File: src/xmr_pkg.sv
`timescale 1ns / 1ps
`default_nettype none
// ----------------------------------------------------------------------------
// xmr_pkg
// Types, codes and helpers shared by the XMODEM receiver modules.
// ----------------------------------------------------------------------------
package xmr_pkg;

	localparam logic [7:0] CH_SOH = 8'h01;
	localparam logic [7:0] CH_STX = 8'h02;
	localparam logic [7:0] CH_EOT = 8'h04;
	localparam logic [7:0] CH_ACK = 8'h06;
	localparam logic [7:0] CH_NAK = 8'h15;
	localparam logic [7:0] CH_CAN = 8'h18;
	localparam logic [7:0] CH_C   = 8'h43;

	localparam int MAX_RES = 5;
	localparam int RES_W   = 3;   // holds 0..MAX_RES

	localparam logic [23:0] DEF_CAPACITY    = 24'hFFFFFF;
	localparam logic [15:0] DEF_HEADER_WAIT = 16'd2000;
	localparam logic [15:0] DEF_SHORT_WAIT  = 16'd1000;
	localparam logic [7:0]  DEF_SYNC_RETRY  = 8'd32;
	localparam logic [7:0]  DEF_MAX_RETRANS = 8'd25;

	typedef enum logic [2:0] {
		REG_CAPACITY    = 3'd0,
		REG_HEADER_WAIT = 3'd1,
		REG_SHORT_WAIT  = 3'd2,
		REG_SYNC_RETRY  = 3'd3,
		REG_MAX_RETRANS = 3'd4
	} reg_idx_t;

	typedef enum logic [1:0] {
		MODE_START = 2'd0,
		MODE_BYTE  = 2'd1,
		MODE_TICK  = 2'd2,
		MODE_NONE  = 2'd3
	} mode_t;

	typedef enum logic [1:0] {
		PH_IDLE    = 2'd0,
		PH_HEADER  = 2'd1,
		PH_CANWAIT = 2'd2,
		PH_BODY    = 2'd3
	} phase_t;

	typedef enum logic [1:0] {
		TRY_NONE = 2'd0,
		TRY_C    = 2'd1,
		TRY_NAK  = 2'd2
	} try_t;

	typedef enum logic [2:0] {
		K_TX      = 3'd0,
		K_PAY     = 3'd1,
		K_COMMIT  = 3'd2,
		K_DISCARD = 3'd3,
		K_DONE    = 3'd4
	} kind_t;

	typedef enum logic [1:0] {
		ST_COMPLETE = 2'd0,
		ST_CANCEL   = 2'd1,
		ST_SYNC     = 2'd2,
		ST_RETRANS  = 2'd3
	} status_t;

	typedef struct packed {
		logic [1:0] mode;
		logic [7:0] rx_byte;
	} in_item_t;

	typedef struct packed {
		logic [2:0]  out_kind;
		logic [7:0]  out_byte;
		logic [10:0] commit_count;
		logic [1:0]  status;
		logic [23:0] total_length;
		logic        last;
	} out_item_t;

	// one result slot without total_length/last (filled at drain time)
	typedef struct packed {
		logic [2:0]  kind;
		logic [7:0]  data;
		logic [10:0] count;
		logic [1:0]  status;
	} slot_t;

	typedef struct packed {
		logic [23:0] capacity;
		logic [15:0] header_wait;
		logic [15:0] short_wait;
		logic [7:0]  sync_retries;
		logic [7:0]  max_retrans;
	} cfg_t;

	// batch of results caused by one item
	typedef struct packed {
		slot_t [MAX_RES-1:0] slot;
		logic [RES_W-1:0]    count;
		logic [23:0]         total;
	} batch_t;

	function automatic logic [15:0] crc_update(input logic [15:0] crc_in,
	                                           input logic [7:0] b);
		logic [15:0] c;
		c = crc_in ^ {b, 8'h00};
		for (int i = 0; i < 8; i++)
			c = c[15] ? ((c << 1) ^ 16'h1021) : (c << 1);
		return c;
	endfunction

endpackage
`default_nettype wire

File: src/xmr_outq.sv
`timescale 1ns / 1ps
`default_nettype none
// ----------------------------------------------------------------------------
// xmr_outq
// Two-entry batch buffer that serializes each batch onto the result channel.
// ----------------------------------------------------------------------------
module xmr_outq import xmr_pkg::*; (
	input  wire logic      clk,
	input  wire logic      arst_n,
	input  wire logic      push,
	input  wire batch_t    din,
	output logic           room,
	output logic           out_valid,
	output out_item_t      dout,
	input  wire logic      out_ready
);

	batch_t [1:0]     buf_q;
	logic   [1:0]     full_q;
	logic             rd_q, wr_q;
	logic [RES_W-1:0] pos_q;
	batch_t           cur;
	logic             pop_item, pop_batch, cur_last;

	assign cur       = buf_q[rd_q];
	assign out_valid = full_q[rd_q];
	assign cur_last  = (pos_q + RES_W'(1)) == cur.count;
	assign pop_item  = out_valid && out_ready;
	assign pop_batch = pop_item && cur_last;
	// room when a slot is free; push of an empty batch is dropped
	assign room      = !full_q[wr_q];

	always_comb begin
		dout.out_kind     = cur.slot[pos_q].kind;
		dout.out_byte     = cur.slot[pos_q].data;
		dout.commit_count = cur.slot[pos_q].count;
		dout.status       = cur.slot[pos_q].status;
		dout.total_length = cur.total;
		dout.last         = cur_last;
	end

	always_ff @(posedge clk) begin
		if (push && din.count != '0) buf_q[wr_q] <= din;
	end

	always_ff @(posedge clk or negedge arst_n) begin
		if (!arst_n) begin
			full_q <= '0; rd_q <= 1'b0; wr_q <= 1'b0; pos_q <= '0;
		end else begin
			if (pop_item) pos_q <= cur_last ? '0 : pos_q + RES_W'(1);
			if (pop_batch) begin
				full_q[rd_q] <= 1'b0;
				rd_q <= ~rd_q;
			end
			if (push && din.count != '0) begin
				full_q[wr_q] <= 1'b1;
				wr_q <= ~wr_q;
			end
		end
	end

endmodule
`default_nettype wire

File: config.mk
export PLATFORM = sky130hd
export DESIGN_NAME = xmr_outq
export DESIGN_NICKNAME = d
export VERILOG_FILES = /design/src/xmr_pkg.sv /design/src/xmr_outq.sv
export SDC_FILE = /design/constraint.sdc
export NUM_CORES = 1
export LEC_CHECK = 0
export BUFFER_PORTS_ARGS = -buffer_cell sky130_fd_sc_hd__buf_2
export CAP_MARGIN = 30
export CORE_UTILIZATION = 46
export CTS_CLUSTER_DIAMETER = 150
export DETAILED_ROUTE_END_ITERATION = 6
export PLACE_DENSITY_LB_ADDON = 0.08
export SYNTH_ARGS = -nofsm -noshare
export SYNTH_HDL_FRONTEND = slang
export SYNTH_SLANG_ARGS = --single-unit
File: constraint.sdc
create_clock -name clk -period 9 [get_ports clk]
set_clock_uncertainty 0.1 [all_clocks]
set_input_delay 2.25 -clock clk [delete_from_list [all_inputs] [get_ports clk]]
set_output_delay 2.25 -clock clk [all_outputs]
set_load 0.03 [all_outputs]
==> flow_summary.yaml, run 1 <==
routing:
  initialDrtViolationCount: 331
  routedWlPerCell_microns: 19.7
  drt_wl_total_microns: 21200
  first_pass_iters: 4
  drtAntennaViolNets: 0
  viasPerCell: 5.20
  dr_total_vias: 5616
  drc: 0
worst_setup_path:
  critPathTopFamily: "buffers and inverters"
  critical_path_required_ns: 6.65
  cp_cell_sequence: "buf_4 > mux4_2 > mux2i_1 > o22ai_1 > buf_2"
  arrival_ns: 3.25
  worstSetupPathType: "reg -> out"
  worstReg2RegStart: "pos_q[0]$_DFFE_PN0P_"
  max_stage_delay_ns: 0.75
  crit_fanout: 47
  r2r_cells: 6
  crit_slowest_cell: "dfrtp_4"
  r2r_end: "rd_q$_DFFE_PN0N_"
  start_kind: "flip-flop"
  r2r_setup_slack_ns: 6.31
  cp-end-kind: "output pin"
  crit_buf_inv: 2
run_status:
  status: "completed"
job:
  maxCapViolations: 0
placement:
  portBuffers: 201
  gp_congestion: 0.757
  dp.cells: 1015
  dp_hpwl_microns: 13100
  placed_area_sq_um: 12800
timing:
  setup_viol: 0
  final_max_slew_viol_count: 0
  fin_crit_ns: 5.60
  min_period_over_period_pct: 62.2
  worst_pin_slew_ns: 0.860
  rsz0062_at_grt: "no"
  finalHoldViolations: 0
  fin_hold_ws_ns: 0.479
  fmax_mhz: 179
  slew_headroom_pct: 42.2
logic_synthesis:
  synth-seq-cells: 301
  postSynthCellCount: 509
  ys_seq_area_share_pct: 79.0
  synth_top_cells_by_count: "edfxtp_1, mux2i_1, mux4_2, mux2_2, o22ai_1"
  synth_cell_types: 27
  syn_area_sq_um: 11400
  yosysMostFrequentCell: "edfxtp_1"
  synth_area_leaders: "edfxtp_1, mux4_2, mux2i_1"
  synth_nets: 661
  yosysTopAreaCellShare_pct: 77.5
  ys.flop_type: "edfxtp_1"
  synthArstFlopShare_pct: 2.33
  synth_edf_count: 294
  yosysWarnings: 0
  synth.avg_cell_area_sq_um: 22.4
  yosys.area.top_type: "edfxtp_1"
pwr:
  p_leak_nw: 4.96
  irDropWorstVdd_uv: 182
  power_density_nw_per_um2: 338
  power.total_mw: 4.67
clock_network:
  cts-root-buf: "clkbuf_16"
  hold_buffers: 0
  cts_inserted_buffers: 30
  clock-sinks: 301
  clockBufferDepth: 3
  post_cts_resized: 0
  clk_latency_ns: 0.53
  htreeDepth: 1
  cts_tree: "yes"
  post_cts_buffers: 0
  clk_pin_slew_ns: 0.06
grt:
  antenna_found_initial: 5
  overflow: 0
  grt_pass1_vias: 6059
  grt_usage_pct: 17.1
  grt_first_pass_wirelength_microns: 33300
  grt_start_max_net_pins: 77
die:
  die_h_microns: 159
  io_pins: 202
  coreArea_sq_um: 24300
  row_count: 57
  dieArea_sq_um: 25400
  die_width_microns: 159
  initial_core_util_pct: 46.9
finish:
  area_growth_pct: 21.4
  nNetsFinal: 879
  final_cells: 1079
  drive_gt1_share_pct: 45.3
  seqCellArea_sq_um: 9010
  n_fill_cell: 1866
  multi_input_area_sq_um: 2260
  fin_area_sq_um: 13800
min_path:
  hold_class: "reg -> reg"
  min_from: "full_q[1]$_DFF_PN0_"
  min_to: "full_q[1]$_DFF_PN0_"
  hold_depth: 2
==> worst min-delay path, stage by stage, from the launching register on <==
cell     delay, ns
dfrtp_1       0.37
nor2_1        0.06
a21oi_1       0.11
==> power by group <==
part	switching (mW)	total, mW	leakage (nW)	internal (mW)
registers	0.123	1.95	2.82	1.83
logic	0.911	1.52	1.66	0.612
clock network	0.488	1.20	0.476	0.708
==> cell families (layout without fill, tap and decap cells) <==
kind of cell | count (synthesis) | after routing | share of synthesized area, %
flip-flops | 301 | 301 | 79.0
multiplexers | 126 | 126 | 16.7
AO/OA/AOI/OAI | 29 | 29 | 1.56
buffers and inverters | 29 | 270 | 1.32
AND/OR/NAND/NOR | 17 | 17 | 0.834
XOR/XNOR | 6 | 6 | 0.461
adder cells (fa/ha/maj) | 1 | 1 | 0.110
other | 0 | 5 | 0
==> metrics by stage <==
step	TNS, ns	worst slack, ns	utilization [%]
floorplan	-86.19	-0.293	-
global placement	0	3.83	52.4
detailed placement	0	3.82	52.5
CTS	0	3.24	56.4
global route	0	3.17	56.8
finish	0	3.40	56.9
==> cell type report <==
| class | instances | area share [%] |
|---|---|---|
| multi-input cells | 179 | 16.3 |
| repair buffers | 214 | 8.54 |
| flip-flops and latches | 301 | 65.1 |
| well taps | 324 | 2.93 |
| clock buffers | 34 | 5.69 |
| diodes | 5 | 0.0905 |
| inverters | 1 | 0.0271 |
| clock inverters | 21 | 1.25 |
==> how the worst max path moves through the flow <==
stage                     startpoint            endpoint  slack (ns)  cells past startpoint
floorplan                    din[26]  buf_q[0]$_DFFE_PP_       -0.29                      2
global placement    rd_q$_DFFE_PN0N_            dout[38]        3.83                      5
detailed placement  rd_q$_DFFE_PN0N_            dout[38]        3.82                      5
CTS                 rd_q$_DFFE_PN0N_            dout[38]        3.24                      5
global route        rd_q$_DFFE_PN0N_            dout[38]        3.17                      5
finish              rd_q$_DFFE_PN0N_            dout[38]        3.40                      5
==> sequential cells by signal, indices dropped and copies added, names as in the netlist <==
| signal | flops |
|---|---|
| pos_q | 3 |
| full_q | 2 |
| wr_q | 1 |
| rd_q | 1 |
| buf_q | 294 |
==> placed cells by master (no fill, tap or decap), types with 3 or more instances in the layout <==
| master | count |
|---|---|
| edfxtp_1 | 294 |
| buf_2 | 201 |
| mux2i_1 | 52 |
| mux4_2 | 48 |
| clkbuf_16 | 31 |
| mux2_2 | 25 |
| o22ai_1 | 24 |
| clkinv_2 | 9 |
| clkinv_1 | 8 |
| buf_4 | 8 |
| diode_2 | 5 |
| nand2_1 | 4 |
| nor2_1 | 4 |
| dfrtp_1 | 4 |
| xnor2_1 | 3 |
| xor2_1 | 3 |
| clkbuf_1 | 3 |
| bufinv_16 | 3 |
| buf_12 | 3 |
==> layer usage <==
| layer | wire length (microns) | global-route usage (%) | part of all wire (%) |
|---|---|---|---|
| met5 | 16 | 0 | 0.075 |
| met4 | 371 | 4.15 | 1.7 |
| met3 | 1250 | 4.04 | 5.9 |
| met2 | 10700 | 29.3 | 50 |
| met1 | 8870 | 22.2 | 42 |
(Power assumes the default switching activity.)
==> inputs of run 2 (changes only) <==
Settings changed: ABC_AREA set to 1.
Clock period 9 ns to 4.9 ns, I/O delays scaled along.
==> run 2 against run 1 <==
  * Global-route usage is 2.4 points higher
  * First-iteration DRC count is 35% higher
  * Critical endpoint is now dout[28]
  * Combinational power is 90% higher
  * Sequential share of layout area is 1.7 points lower
  * Via count is 33% higher
  * Final area is 2.7% higher
  * Die area is 4.5% higher
  * Synthesized cell count is 83% higher
  * Setup slack worse by 2.8 ns
  * Sequential cell count stayed put
==> flow_summary.yaml, run 2 <==
clock_network:
  cts-root-buf: "clkbuf_16"
  clock-sinks: 301
  cts_tree: "yes"
  post_cts_resized: 0
  clockBufferDepth: 3
  htreeDepth: 1
  cts_inserted_buffers: 31
  clk_pin_slew_ns: 0.06
  clk_latency_ns: 0.55
  post_cts_buffers: 0
  hold_buffers: 0
routing:
  drtAntennaViolNets: 0
  first_pass_iters: 4
  routedWlPerCell_microns: 17.6
  drc: 0
  initialDrtViolationCount: 448
  viasPerCell: 5.06
  drt_wl_total_microns: 26100
  dr_total_vias: 7483
logic_synthesis:
  yosysWarnings: 0
  synthMuxAreaShare_pct: 0
  synth_edf_count: 294
  ys.flop_type: "edfxtp_1"
  synthArstFlopShare_pct: 2.33
  synth_nets: 1084
  synth-seq-cells: 301
  yosys.area.top_type: "edfxtp_1"
  yosysTopAreaCellShare_pct: 74.1
  synth.avg_cell_area_sq_um: 12.8
  synth_cell_types: 25
  postSynthCellCount: 932
  synth_xor_xnor_area_share_pct: 0.231
  synth_top_family_by_area: "simple AND/OR/NAND/NOR gates"
  synth-simple-area-share_pct: 13.6
  synth_fa_ha_area_share_pct: 0.105
  synth_compound_area_share_pct: 7.34
  synth_top_cells_by_count: "edfxtp_1, nand2_1, nor2_1, o21ai_0, o211ai_1"
  ys_seq_area_share_pct: 75.5
  syn_area_sq_um: 11900
  synth_area_leaders: "edfxtp_1, nand2_1, nor2_1"
  yosysMostFrequentCell: "edfxtp_1"
die:
  initial_core_util_pct: 47.1
  io_pins: 202
  die_width_microns: 163
  die_h_microns: 163
  coreArea_sq_um: 25300
  row_count: 58
  dieArea_sq_um: 26600
finish:
  drive_gt1_share_pct: 23.8
  reg_top3: "buf_q x294, pos_q x3, full_q x2"
  area_growth_pct: 19.2
  fin_util_pct: 56.1
  largest-register: "buf_q"
  nNetsFinal: 1276
  final_common_cell: "edfxtp_1"
  final_cell_mix: "edfxtp_1, nand2_1, buf_2, nor2_1, o21ai_0"
  largest_reg_flops: 294
  n_fill_cell: 2104
grt:
  overflow: 0
  antenna_found_initial: 8
  grt_start_max_net_pins: 115
  grt_usage_pct: 19.5
  grt_pass1_vias: 7057
  grt_first_pass_wirelength_microns: 38900
worst_setup_path:
  r2r_setup_slack_ns: 2.52
  setup.worst_path.end: "dout[28]"
  cp-end-kind: "output pin"
  timing.critical_path.from: "pos_q[0]$_DFFE_PN0P_"
  worstReg2RegStart: "rd_q$_DFFE_PN0N_"
  r2r_cells: 9
  arrival_ns: 2.94
  worstSetupPathType: "reg -> out"
  r2r_end: "pos_q[2]$_DFFE_PN0P_"
  critical_path_required_ns: 3.58
  start_kind: "flip-flop"
  crit_fanout: 80
timing:
  fmax_mhz: 235
  setup_viol: 0
  rsz0062_at_grt: "no"
  final_max_slew_viol_count: 0
  slew_headroom_pct: 37.0
  min_period_over_period_pct: 87.0
  fin_hold_ws_ns: 0.390
  setup_tns_ns: 0
  worst_pin_slew_ns: 0.945
  fin_crit_ns: 4.26
  finalHoldViolations: 0
placement:
  gp_congestion: 0.737
  dp_hpwl_microns: 15700
  portBuffers: 201
min_path:
  min_from: "full_q[1]$_DFF_PN0_"
  hold_class: "reg -> reg"
pwr:
  irDropWorstVdd_uv: 453
  power_density_nw_per_um2: 596
  p_leak_nw: 5.45
job:
  maxCapViolations: 0
run_status:
  status: "completed"
==> run 2: changes by cell type in the layout (fill, tap and decap cells not counted), moves of 10 or more <==
cell      previous run  this run
nand2_1              4       221
nor2_1               4       147
o21ai_0              2        96
mux2i_1             52         0
mux4_2              48         0
o211ai_1             0        48
nand3_1              1        30
mux2_2              25         0
o22ai_1             24         0
inv_1                1        11
==> run 2: report_power, final <==
| part | total [mW] | internal (mW) | switching (mW) |
|---|---|---|---|
| Sequential | 3.31 | 3.09 | 0.216 |
| Combinational | 2.89 | 0.821 | 2.07 |
| Clock | 2.27 | 1.35 | 0.916 |
| Total | 8.47 | 5.27 | 3.20 |
==> run 2: final cells by class <==
| cell class | count | area (sq um) | area share [%] |
|---|---|---|---|
| tap | 330 | 413 | 2.91 |
| inverter | 16 | 72.6 | 0.511 |
| multi-input combinational | 561 | 2540 | 17.9 |
| sequential | 301 | 9010 | 63.4 |
| timing repair buffer | 213 | 1180 | 8.30 |
| clock inverter | 21 | 196 | 1.38 |
| antenna | 3 | 7.51 | 0.0528 |
| clock buffer | 34 | 787 | 5.54 |
==> run 2: through the flow <==
step                      worst slack (ns)  power [mW]  area (sq um)  instances
after detailed placement              1.17        6.32         13200       1421
after CTS                            0.584        8.59         14200       1476
after global routing                 0.474        8.92         14200       1477
after floorplan                      0.573        5.41         11900        932
final                                0.636        8.47         14200       1479
after global placement                1.18        6.28         13200       1420
==> run 2: critical path, stage by stage (launching register included) <==
cell and delay (ns):
dfrtp_4 1.04, buf_4 0.39, o21ai_0 0.13, o211ai_1 0.31, nand3_1 0.17, nand2_1 0.09, buf_2 0.19
==> run 2: logic make-up after synthesis <==
family	count (synthesis)
compound gates	150
flops	301
fa+ha+maj	1
buf+inv	70
simple gates	409
xor+xnor	1
==> run 2: worst min path at each step <==
stage | endpoint | cells past startpoint
finish | full_q[1]$_DFF_PN0_ | 2
floorplan | full_q[1]$_DFF_PN0_ | 2
detailed placement | full_q[1]$_DFF_PN0_ | 2
global placement | full_q[1]$_DFF_PN0_ | 2
CTS | full_q[1]$_DFF_PN0_ | 2
global route | wr_q$_DFFE_PN0N_ | 1
==> run 2: metal layers <==
metal	wire [microns]	global-route usage, %	vias to the layer above
met1	10400	23.7	3563
met5	52	0	-
met4	520	5.14	8
li1	-	-	3693
met3	1390	4.20	41
met2	13700	35.1	178
==> inputs of run 3 (changes only) <==
--- a/config.mk
+++ b/config.mk
@@ -9,3 +9,3 @@
 export BUFFER_PORTS_ARGS = -buffer_cell sky130_fd_sc_hd__buf_2
-export CAP_MARGIN = 30
+export CAP_MARGIN = 20
 export CORE_UTILIZATION = 46
==> constraint.sdc (replaced) <==
create_clock -name clk -period 4.9 [get_ports clk]
set_clock_uncertainty 0.1 [all_clocks]
set_input_delay 0.98 -clock clk [delete_from_list [all_inputs] [get_ports clk]]
set_output_delay 0.98 -clock clk [all_outputs]
set_load 0.03 [all_outputs]
==> run 3 against run 2 <==
  * Sequential cell count unchanged
  * Register-to-register slack is essentially flat
  * Via count up 2.5%
  * Routed wire length rose by 19%
  * Die area did not move
  * Count of clock-buffer cells in the layout increased by 14
  * Non-clock buffer count increased by 1
  * Critical path depth unchanged
  * Critical path type unchanged
  * Largest power group unchanged
  * Highest routed layer unchanged
==> flow_summary.yaml, run 3 (same netlist as run 2, synthesis figures left out) <==
routing:
  dr_total_vias: 7669
  routedWlPerCell_microns: 20.9
  initialDrtViolationCount: 589
  viasPerCell: 5.16
  drtAntennaViolNets: 0
  drt_wl_total_microns: 31000
  drc: 0
  first_pass_iters: 5
timing:
  worst_pin_slew_ns: 1.04
  fmax_mhz: 245
  min_period_over_period_pct: 83.1
  setup_tns_ns: 0
  rsz0062_at_grt: "no"
  slew_headroom_pct: 30.4
  final_max_slew_viol_count: 0
  fin_crit_ns: 4.07
  setup_viol: 0
  finalHoldViolations: 0
worst_setup_path:
  cp-end-kind: "output pin"
  arrival_ns: 2.99
  crit_slowest_cell: "clkinv_1"
  crit_fanout: 27
  critPathTopFamily: "buffers and inverters"
  crit_buf_inv: 3
  max_stage_delay_ns: 0.93
  worstSetupPathType: "reg -> out"
  critical_path_required_ns: 3.82
  cp_cell_sequence: "buf_4 > clkinv_1 > o211ai_1 > nand3_1 > nand2_1 > buf_2"
  start_kind: "flip-flop"
clock_network:
  cts-root-buf: "clkbuf_16"
  cts_tree: "yes"
  clk_latency_ns: 0.50
  clockBufferDepth: 3
  post_cts_resized: 0
  clock-sinks: 301
  post_cts_buffers: 0
  htreeDepth: 2
  clk_pin_slew_ns: 0.06
  hold_buffers: 0
  cts_inserted_buffers: 34
pwr:
  irDropWorstVdd_uv: 540
  p_leak_nw: 5.47
  power.total_mw: 8.65
  power_density_nw_per_um2: 608
job:
  maxCapViolations: 0
grt:
  grt_start_max_net_pins: 80
  grt_pass1_vias: 7362
  overflow: 0
  grt_first_pass_wirelength_microns: 44900
  grt_usage_pct: 23.6
  antenna_found_initial: 8
die:
  initial_core_util_pct: 47.1
  io_pins: 202
  row_count: 58
  die_width_microns: 163
  die_h_microns: 163
  coreArea_sq_um: 25300
  dieArea_sq_um: 26600
finish:
  area_growth_pct: 19.3
  final_common_cell: "edfxtp_1"
  reg_top3: "buf_q x294, pos_q x3, full_q x2"
  largest-register: "buf_q"
  nNetsFinal: 1280
  fin_area_sq_um: 14200
  final_cell_mix: "edfxtp_1, nand2_1, buf_2, nor2_1, o21ai_0"
  final_cells: 1485
  drive_gt1_share_pct: 23.9
  largest_reg_flops: 294
placement:
  dp.cells: 1422
  dp_hpwl_microns: 19800
  portBuffers: 201
  gp_congestion: 0.817
  placed_area_sq_um: 13200
run_status:
  status: "completed"
min_path:
  hold_class: "in -> async"
-- run 3: cell type report --
type	count	area (sq um)
Inverter	16	75.1
Timing Repair Buffer	214	1140
Multi-Input combinational cell	561	2540
Sequential cell	301	9010
Tap cell	330	413
Clock buffer	48	967
Clock inverter	13	62.6
Fill cell	2141	11100
Antenna cell	2	5.00
-- run 3: stage by stage --
stage / util (%) / hold WS (ns) / setup WS [ns]
2_1_floorplan: - / 0.352 / 0.226
3_3_place_gp: 52.0 / 0.367 / 1.34
3_5_place_dp: 52.0 / 0.382 / 1.29
4_1_cts: 56.1 / 0.201 / 0.759
5_1_grt: 56.1 / 0.215 / 0.591
6_report: 56.1 / 0.218 / 0.826
-- run 3: report_power, final --
part	internal (mW)	switching (mW)
logic	0.803	2.19
clock network	1.38	0.959
registers	3.09	0.219
-- run 3: routing by layer --
metal	GRT usage (%)	vias up	wire length, microns
li1	-	3700	-
met1	26.0	3655	11400
met2	42.9	234	16500
met3	4.97	68	1590
met4	11.6	12	1440
met5	0	-	75
-- run 3: worst paths after layout --
kind	start	endpoint	slack, ns	cells after the start
worst max-delay path	pos_q[1]$_DFFE_PN0P_	dout[47]	0.83	6
worst min-delay path	arst_n	full_q[0]$_DFF_PN0_	0.22	1
worst max register to register	rd_q$_DFFE_PN0N_	pos_q[1]$_DFFE_PN0P_	2.52	10
worst min register to register	full_q[1]$_DFF_PN0_	full_q[1]$_DFF_PN0_	0.40	2
max in group asynchronous	arst_n	pos_q[0]$_DFFE_PN0P_	4.29	1
min in group clk	full_q[1]$_DFF_PN0_	full_q[1]$_DFF_PN0_	0.40	2
-- run 3: worst register-to-register path, delay by kind of cell (launching register included) --
| family | cells | cell delay (ns) |
|---|---|---|
| DFF | 1 | 0.81 |
| buffers and inverters | 2 | 0.59 |
| and+or+nand+nor | 7 | 0.65 |
| AOI/OAI and AO/OA | 1 | 0.06 |
